**config.mk**
```make
export PLATFORM = sky130hd
export DESIGN_NAME = top_k_score_table
export DESIGN_NICKNAME = d
export VERILOG_FILES = /design/src/hw/rtl/tks_pkg.sv /design/src/hw/rtl/top_k_score_table.sv /design/src/hw/rtl/tks_cell.sv
export VERILOG_INCLUDE_DIRS = /design/src /design/src/hw/rtl
export SDC_FILE = /design/constraint.sdc
export NUM_CORES = 2
export LEC_CHECK = 0
export BUFFER_PORTS_ARGS = -buffer_cell sky130_fd_sc_hd__buf_2
export CORE_MARGIN = 2
export CORE_UTILIZATION = 29
export DETAILED_ROUTE_END_ITERATION = 7
export PLACE_DENSITY_LB_ADDON = 0.15
export SLEW_MARGIN = 20
export SYNTH_ARGS = -nofsm -noshare
export SYNTH_HDL_FRONTEND = slang
export SYNTH_HIERARCHICAL = 1
export SYNTH_SLANG_ARGS = --single-unit
```
**constraint.sdc**
```tcl
create_clock -name i_clk -period 11.7 [get_ports i_clk]
set_clock_uncertainty 0.15 [all_clocks]
set_input_delay 2.34 -clock i_clk [delete_from_list [all_inputs] [get_ports i_clk]]
set_output_delay 2.34 -clock i_clk [all_outputs]
set_load 0.01 [all_outputs]
```
**src/hw/rtl/assert_macros.svh**
```systemverilog
// ---------------------------------------------------------------------------
// Assertion macros shared by the RTL files.
// ---------------------------------------------------------------------------
`ifndef ASSERT_MACROS_SVH
`define ASSERT_MACROS_SVH

// Checks a property at every rising edge of i_clk outside reset.
`define ASSERT_CLK(lbl, prop, msg) \
    lbl: assert property (@(posedge i_clk) disable iff (!i_rst_n) (prop)) else $error(msg);

// Checks that the consequent holds in the cycle after the antecedent.
`define ASSERT_NEXT(lbl, ante, cons, msg) \
    lbl: assert property (@(posedge i_clk) disable iff (!i_rst_n) (ante) |=> (cons)) \
        else $error(msg);

`endif

```
**src/hw/rtl/tks_pkg.sv**
```systemverilog
// ---------------------------------------------------------------------------
// tks_pkg
// Types and constants shared by the score table cells and the top level.
// ---------------------------------------------------------------------------
package tks_pkg;

    localparam int SCORE_W   = 32;
    localparam int CHARS_W   = 64;
    localparam int CHARS_H_W = 32;
    localparam int NAME_BYTES = 20;
    localparam int RANK_W    = 4;

    // Beat kinds on the input stream.
    localparam logic KIND_INSERT = 1'b0;
    localparam logic KIND_READ   = 1'b1;

    // One stored record: score and the three name words.
    typedef struct packed {
        logic [SCORE_W-1:0]   score;
        logic [CHARS_W-1:0]   chars_lo;
        logic [CHARS_W-1:0]   chars_mid;
        logic [CHARS_H_W-1:0] chars_hi;
    } t_record;

    // Operation applied to every cell of the chain in the same cycle.
    typedef struct packed {
        logic insert;
        logic rotate;
    } t_cell_ctl;

endpackage

```
**src/hw/rtl/top_k_score_table.sv**
```systemverilog
// ---------------------------------------------------------------------------
// top_k_score_table
// Sorted table of the best scores with their names, kept in a chain of cells.
// ---------------------------------------------------------------------------
// Channel  | Dir | Beat content
// s_axis   | in  | tuser: kind; tdata: score, name chars 0-7, 8-15, 16-19
// m_axis   | out | tuser: table_empty; tlast: last_entry;
//          |     | tdata: rank, score, name chars 0-7, 8-15, 16-19
//
// An insert beat is registered into the chain, and a new one can follow every cycle while no read-out runs.
// A read beat rotates the ring of cells once, holding while a stalled output
// blocks the next entry; an empty table answers with a single beat.
// No input beat is taken during a read-out. The output register lets the
// next input beat in while the last result still waits.
// Reset is synchronous, active low, and empties the table.
// ---------------------------------------------------------------------------
module top_k_score_table #(
    parameter int TABLE_ENTRIES = 10,
    parameter int NAME_CHARS    = 20
) (
    input  logic         i_clk,
    input  logic         i_rst_n,
    input  logic         s_axis_tvalid,
    output logic         s_axis_tready,
    // [31:0] new_score, [95:32] name_chars_0_7, [159:96] name_chars_8_15,
    // [191:160] name_chars_16_19
    input  logic [191:0] s_axis_tdata,
    // [0] kind
    input  logic         s_axis_tuser,
    output logic         m_axis_tvalid,
    input  logic         m_axis_tready,
    // [3:0] rank, [35:4] entry_score, [99:36] entry_chars_0_7,
    // [163:100] entry_chars_8_15, [195:164] entry_chars_16_19, [199:196] zero
    output logic [199:0] m_axis_tdata,
    // [0] table_empty
    output logic         m_axis_tuser,
    output logic         m_axis_tlast
);

`include "assert_macros.svh"

    localparam int CNT_W = $clog2(TABLE_ENTRIES + 1);
    localparam int ROT_W = (TABLE_ENTRIES > 1) ? $clog2(TABLE_ENTRIES) : 1;

    typedef enum logic [1:0] {
        ST_IDLE = 2'b01,
        ST_READ = 2'b10
    } t_state;

    t_state           r_state, n_state;
    logic [CNT_W-1:0] r_count, n_count;
    logic [ROT_W-1:0] r_rot, n_rot;

    logic             r_out_valid, n_out_valid;
    tks_pkg::t_record r_out_rec, n_out_rec;
    logic [tks_pkg::RANK_W-1:0] r_out_rank, n_out_rank;
    logic             r_out_empty, n_out_empty;
    logic             r_out_last, n_out_last;

    logic             w_in_fire;
    logic             w_kind_read;
    logic             w_full;
    logic             w_table_empty;
    logic             w_emit_now;
    logic             w_slot_free;
    logic             w_advance;
    logic             w_rot_done;
    logic [CNT_W+3:0] w_rank_ext;
    tks_pkg::t_record w_new_rec;
    tks_pkg::t_cell_ctl w_ctl;

    tks_pkg::t_record w_rec [TABLE_ENTRIES];
    logic             w_ge  [TABLE_ENTRIES];

    assign s_axis_tready = (r_state == ST_IDLE);
    assign w_in_fire     = s_axis_tvalid && s_axis_tready;
    assign w_kind_read   = (s_axis_tuser == tks_pkg::KIND_READ);
    assign w_full        = (r_count == CNT_W'(TABLE_ENTRIES));
    assign w_table_empty = (r_count == '0);

    // Name clean-up: everything from the first zero byte on is cleared, and so
    // is every byte past the configured name length.
    always_comb begin
        logic [tks_pkg::NAME_BYTES*8-1:0] name;
        logic ended;
        name  = s_axis_tdata[191:32];
        ended = 1'b0;
        for (int b = 0; b < tks_pkg::NAME_BYTES; b++) begin
            if (b >= NAME_CHARS || name[b*8 +: 8] == 8'h00) begin
                ended = 1'b1;
            end
            if (ended) begin
                name[b*8 +: 8] = 8'h00;
            end
        end
        w_new_rec.score     = s_axis_tdata[31:0];
        w_new_rec.chars_lo  = name[63:0];
        w_new_rec.chars_mid = name[127:64];
        w_new_rec.chars_hi  = name[159:128];
    end

    // Read-out step control.
    assign w_emit_now  = w_table_empty || (CNT_W'(r_rot) < r_count);
    assign w_slot_free = !r_out_valid || m_axis_tready;
    assign w_advance   = (r_state == ST_READ) && (!w_emit_now || w_slot_free);
    assign w_rot_done  = w_table_empty || (r_rot == ROT_W'(TABLE_ENTRIES - 1));
    assign w_rank_ext  = (CNT_W+4)'(r_rot) + (CNT_W+4)'(1);

    assign w_ctl.insert = w_in_fire && !w_kind_read;
    assign w_ctl.rotate = w_advance && !w_table_empty;

    for (genvar gi = 0; gi < TABLE_ENTRIES; gi++) begin : g_cell
        localparam int PREV = (gi == 0) ? 0 : gi - 1;
        localparam int NEXT = (gi + 1) % TABLE_ENTRIES;

        tks_cell u_cell (
            .i_clk      (i_clk),
            .i_ctl      (w_ctl),
            .i_occupied (CNT_W'(gi) < r_count),
            .i_prev_ge  ((gi == 0) ? 1'b1 : w_ge[PREV]),
            .i_new_rec  (w_new_rec),
            .i_prev_rec ((gi == 0) ? w_new_rec : w_rec[PREV]),
            .i_next_rec (w_rec[NEXT]),
            .o_rec      (w_rec[gi]),
            .o_ge       (w_ge[gi])
        );
    end

    always_comb begin
        n_state     = r_state;
        n_count     = r_count;
        n_rot       = r_rot;
        n_out_valid = r_out_valid && !m_axis_tready;
        n_out_rec   = r_out_rec;
        n_out_rank  = r_out_rank;
        n_out_empty = r_out_empty;
        n_out_last  = r_out_last;

        unique case (r_state)
            ST_IDLE: begin
                if (w_in_fire) begin
                    if (w_kind_read) begin
                        n_state = ST_READ;
                        n_rot   = '0;
                    end else if (!w_full) begin
                        n_count = r_count + CNT_W'(1);
                    end
                end
            end
            ST_READ: begin
                if (w_advance) begin
                    if (w_emit_now) begin
                        n_out_valid = 1'b1;
                        if (w_table_empty) begin
                            n_out_rec   = '0;
                            n_out_rank  = '0;
                            n_out_empty = 1'b1;
                            n_out_last  = 1'b1;
                        end else begin
                            // Slot zero always holds the entry being read out.
                            n_out_rec   = w_rec[0];
                            n_out_rank  = w_rank_ext[tks_pkg::RANK_W-1:0];
                            n_out_empty = 1'b0;
                            n_out_last  = ((CNT_W'(r_rot) + CNT_W'(1)) == r_count);
                        end
                    end
                    if (w_rot_done) begin
                        n_state = ST_IDLE;
                        n_rot   = '0;
                    end else begin
                        n_rot = r_rot + ROT_W'(1);
                    end
                end
            end
            default: begin
                n_state = ST_IDLE;
            end
        endcase
    end

    always_ff @(posedge i_clk) begin
        if (!i_rst_n) begin
            r_state     <= ST_IDLE;
            r_count     <= '0;
            r_rot       <= '0;
            r_out_valid <= 1'b0;
        end else begin
            r_state     <= n_state;
            r_count     <= n_count;
            r_rot       <= n_rot;
            r_out_valid <= n_out_valid;
        end
    end

    always_ff @(posedge i_clk) begin
        r_out_rec   <= n_out_rec;
        r_out_rank  <= n_out_rank;
        r_out_empty <= n_out_empty;
        r_out_last  <= n_out_last;
    end

    assign m_axis_tvalid = r_out_valid;
    assign m_axis_tdata  = {4'b0000, r_out_rec.chars_hi, r_out_rec.chars_mid,
                            r_out_rec.chars_lo, r_out_rec.score, r_out_rank};
    assign m_axis_tuser  = r_out_empty;
    assign m_axis_tlast  = r_out_last;

    `ASSERT_CLK(a_count_max, r_count <= CNT_W'(TABLE_ENTRIES), "entry count beyond table size")
    `ASSERT_NEXT(a_ins_grow, w_in_fire && !w_kind_read && !w_full, r_count == $past(r_count) + CNT_W'(1), "insert did not grow the table")
    `ASSERT_NEXT(a_read_count, r_state == ST_READ, $stable(r_count), "entry count changed during read-out")
    `ASSERT_NEXT(a_stall_hold, r_state == ST_READ && w_emit_now && r_out_valid && !m_axis_tready, $stable(r_rot), "ring rotated while output stalled")
    `ASSERT_CLK(a_empty_last, m_axis_tvalid && m_axis_tuser |-> m_axis_tlast, "empty-table beat without last mark")

endmodule

```
**src/hw/rtl/tks_cell.sv**
```systemverilog
// ---------------------------------------------------------------------------
// tks_cell
// One slot of the ranking chain. On an insert it keeps its record, takes the
// new record, or takes its upper neighbor's record; on a rotate it takes its
// lower neighbor's record so the chain can be read out at slot zero.
// ---------------------------------------------------------------------------
module tks_cell (
    input  logic               i_clk,
    input  tks_pkg::t_cell_ctl i_ctl,
    input  logic               i_occupied,
    input  logic               i_prev_ge,
    input  tks_pkg::t_record   i_new_rec,
    input  tks_pkg::t_record   i_prev_rec,
    input  tks_pkg::t_record   i_next_rec,
    output tks_pkg::t_record   o_rec,
    output logic               o_ge
);

    tks_pkg::t_record r_rec;
    tks_pkg::t_record n_rec;

    // A stored score equal to the new one ranks ahead of it.
    assign o_ge  = i_occupied && ($signed(r_rec.score) >= $signed(i_new_rec.score));
    assign o_rec = r_rec;

    always_comb begin
        n_rec = r_rec;
        priority if (i_ctl.rotate) begin
            n_rec = i_next_rec;
        end else if (i_ctl.insert && !o_ge) begin
            // The first slot below the ranking point takes the new record.
            n_rec = i_prev_ge ? i_new_rec : i_prev_rec;
        end
    end

    always_ff @(posedge i_clk) begin
        r_rec <= n_rec;
    end

endmodule
```
==> reports/metrics.csv <==
stage,metric,value,unit
cts,cts_setup_buffers,0,
grt,grt_max_degree,278,
cts,clockBufferDepth,4,
worst_setup_path,crit_chain,clkinv_1 -> ha_1 -> o21ai_0 -> a21oi_1 -> nor2_1 -> a21oi_4 -> buf_4 -> inv_1 -> nand4_1 -> a31oi_1 -> a311oi_4 -> buf_4 -> buf_4,
drt,vias,81400,
worst_setup_path,crit_path_top_delay_cell,dfxtp_1,
worst_setup_path,path_class,flop to flop,
cts,clockRootBuffer,clkbuf_16,
layout,fin_nets,11000,
cts,ctsResizeCount,0,
placement,gp_congestion,0.810,
sta,setup_viol,0,
sta,grt_setup_unrepaired,false,
drt,drt_first_pass_iters,6,
worst_setup_path,crit_fanout,75,
floorplanning,core-area,396000,µm²
worst_hold_path,hp-class,flop to flop,
sta,hold_viol,0,
synthesis,netlist_instances,10400,
worst_setup_path,cp_num_buf_inv,5,
worst_setup_path,cp.arrival,7.31,ns
floorplanning,boundaryPins,401,
worst_setup_path,crit_top_cell,buf_4,
power,p_leak,40.4,nW
sta,tightest_slew,1.28,ns
floorplanning,die_x,635,µm
floorplanning,start_util,29.1,%
layout,syn2layout_area_growth,13.6,%
floorplanning,dieHeight,635,µm
sta,fin_tns_setup,0,ns
synthesis,synth_area,115000,µm²
sta,fmax,144,MHz
power,p_total,0.0192,W
layout,instances_no_fill,15900,
cts,cts_hold_buf,0,
grt,grt_antenna_before_repair,37,
placement,dp_hpwl,226,mm
worst_setup_path,path_delay_family,buffers and inverters,
worst_setup_path,crit_required,12.06,ns
layout,ff_latch_area,63800,µm²
sta,postLayoutSetupSlackWorst,4.75,ns
grt,first_global_vias,80700,
placement,portBuffers,396,
placement,preCtsSetupSlack,3.82,ns
run_status,status,"complete, no violations",
worst_setup_path,start_kind,flop,
sta,period_needed,6.95,ns
grt,overflow,0,
worst_setup_path,slowest_delay,0.86,ns
synthesis,syn_avg_cell_area,11.2,µm²
run,cap_violations,0,
drt,drt_iter0_drc,6868,
sta,slew_headroom,14.5,%
layout,fill_cells,39800,
grt,grtUsageTotal,18.9,%
drt,routedWlPerCell,24.9,µm
cts,clkSlewWorstSetupHoldPaths,0.06,ns
cts,clkLatencyLatePin,0.92,ns
cts,cts_sinks,2129,
sta,drv_slew,0,
drt,wirelength,397,mm
drt,detail-route-antenna-nets,0,
placement,place_area,123000,µm²
power,p_per_area,146,nW/µm²
layout,final_cell_area,131000,µm²
power,ir_drop,0.0905,mV
grt,grt_pass1_wl,573,mm
layout,multi_input_area,47400,µm²
drt,drc,0,
sta,finalCritPeriodShare,59.4,%
worst_setup_path,worstSetupEndpointType,flop,
cts,cts_tree,yes,
floorplanning,rows,231,
drt,vias_per_cell,5.12,
layout,final_layout_size_suffix_gt1_share,9.57,%
cts,cts-buffers-inserted,275,
synthesis,ys_warn_count,6,
placement,dp_cells,15400,
cts,h-tree-depth,5,
floorplanning,dieArea,403000,µm²
[worst register-to-register path, stage by stage (launching register included)]
cell and delay, ns:
dfxtp_1 0.86, clkinv_1 0.70, ha_1 0.51, o21ai_0 0.07
a21oi_1 0.17, nor2_1 0.15, a21oi_4 0.70, buf_4 0.75
inv_1 0.25, nand4_1 0.21, a31oi_1 0.15, a311oi_4 0.38
buf_4 0.71, buf_4 0.75
[sequential cells by signal (all words and copies together) (netlist names), 2 cells and up]
name	cells
r_state	2
m_axis_tdata	192
r_out_rank	4
r_count	4
r_rot	4
g_cell.u_cell/o_rec	1920
[layout by cell type, fill, tap and decap left out, types with 11 or more instances in the layout]
master / count
ha_1: 329
o21ai_1: 18
and4_1: 32
o211ai_1: 11
edfxtp_1: 2118
nor2b_1: 25
dfxtp_1: 11
a21o_1: 17
nor4_1: 37
nand2_1: 2029
diode_2: 13
and3_1: 17
mux2i_1: 1924
clkinv_2: 40
inv_6: 12
buf_4: 75
nand2b_1: 11
clkbuf_16: 280
o21ai_0: 1959
nor2_1: 39
nand3_1: 35
bufinv_16: 13
clkbuf_1: 58
buf_2: 396
inv_1: 351
and2_1: 281
nand4_1: 53
a21oi_1: 105
buf_12: 50
clkinv_1: 62
nor3_2: 40
a31oi_1: 17
nor3_1: 27
[per-stage QoR]
| stage | hold WS (ns) | utilization, % |
|---|---|---|
| 2_1_floorplan | 0.326 | - |
| 3_3_place_gp | 0.326 | 30.9 |
| 3_5_place_dp | 0.340 | 30.9 |
| 4_1_cts | 0.351 | 33.1 |
| 5_1_grt | 0.383 | 33.1 |
| 6_report | 0.347 | 33.1 |
[cell type report]
class,instances,share of cell area [%]
multi-input combinational,7167,36.1
clock inverter,144,0.918
timing repair buffer,525,2.77
inverter,354,1.01
sequential,2129,48.6
antenna,13,0.0248
clock buffer,338,5.51
tap,5242,5.00
[worst paths after layout]
| kind | startpoint | endpoint | slack, ns | cells past startpoint |
|---|---|---|---|---|
| setup reg to reg | r_count[3] | g_cell[9].u_cell/o_rec[153] | 4.75 | 13 |
| setup / recovery | r_count[3] | g_cell[9].u_cell/o_rec[153] | 4.75 | 13 |
| hold reg to reg | m_axis_tvalid | m_axis_tvalid | 0.35 | 2 |
| hold / removal | m_axis_tvalid | m_axis_tvalid | 0.35 | 2 |
[routing by layer]
layer / vias to the layer above / share of wire [%] / wire length [µm] / GRT usage [%]
li1: 37900 / - / - / -
met1: 41100 / 47 / 186000 / 26.6
met2: 2023 / 46 / 182000 / 30.7
met3: 448 / 4.6 / 18300 / 2.39
met4: 10 / 2.4 / 9540 / 4.74
met5: - / 0.016 / 64 / 0
[where the power goes]
part | total [W] | internal (W) | switching (W)
registers | 0.00923 | 0.00896 | 0.000267
clock network | 0.00822 | 0.00469 | 0.00353
logic | 0.00173 | 0.000530 | 0.00120
No activity file was read; power rests on OpenSTA's default activity.
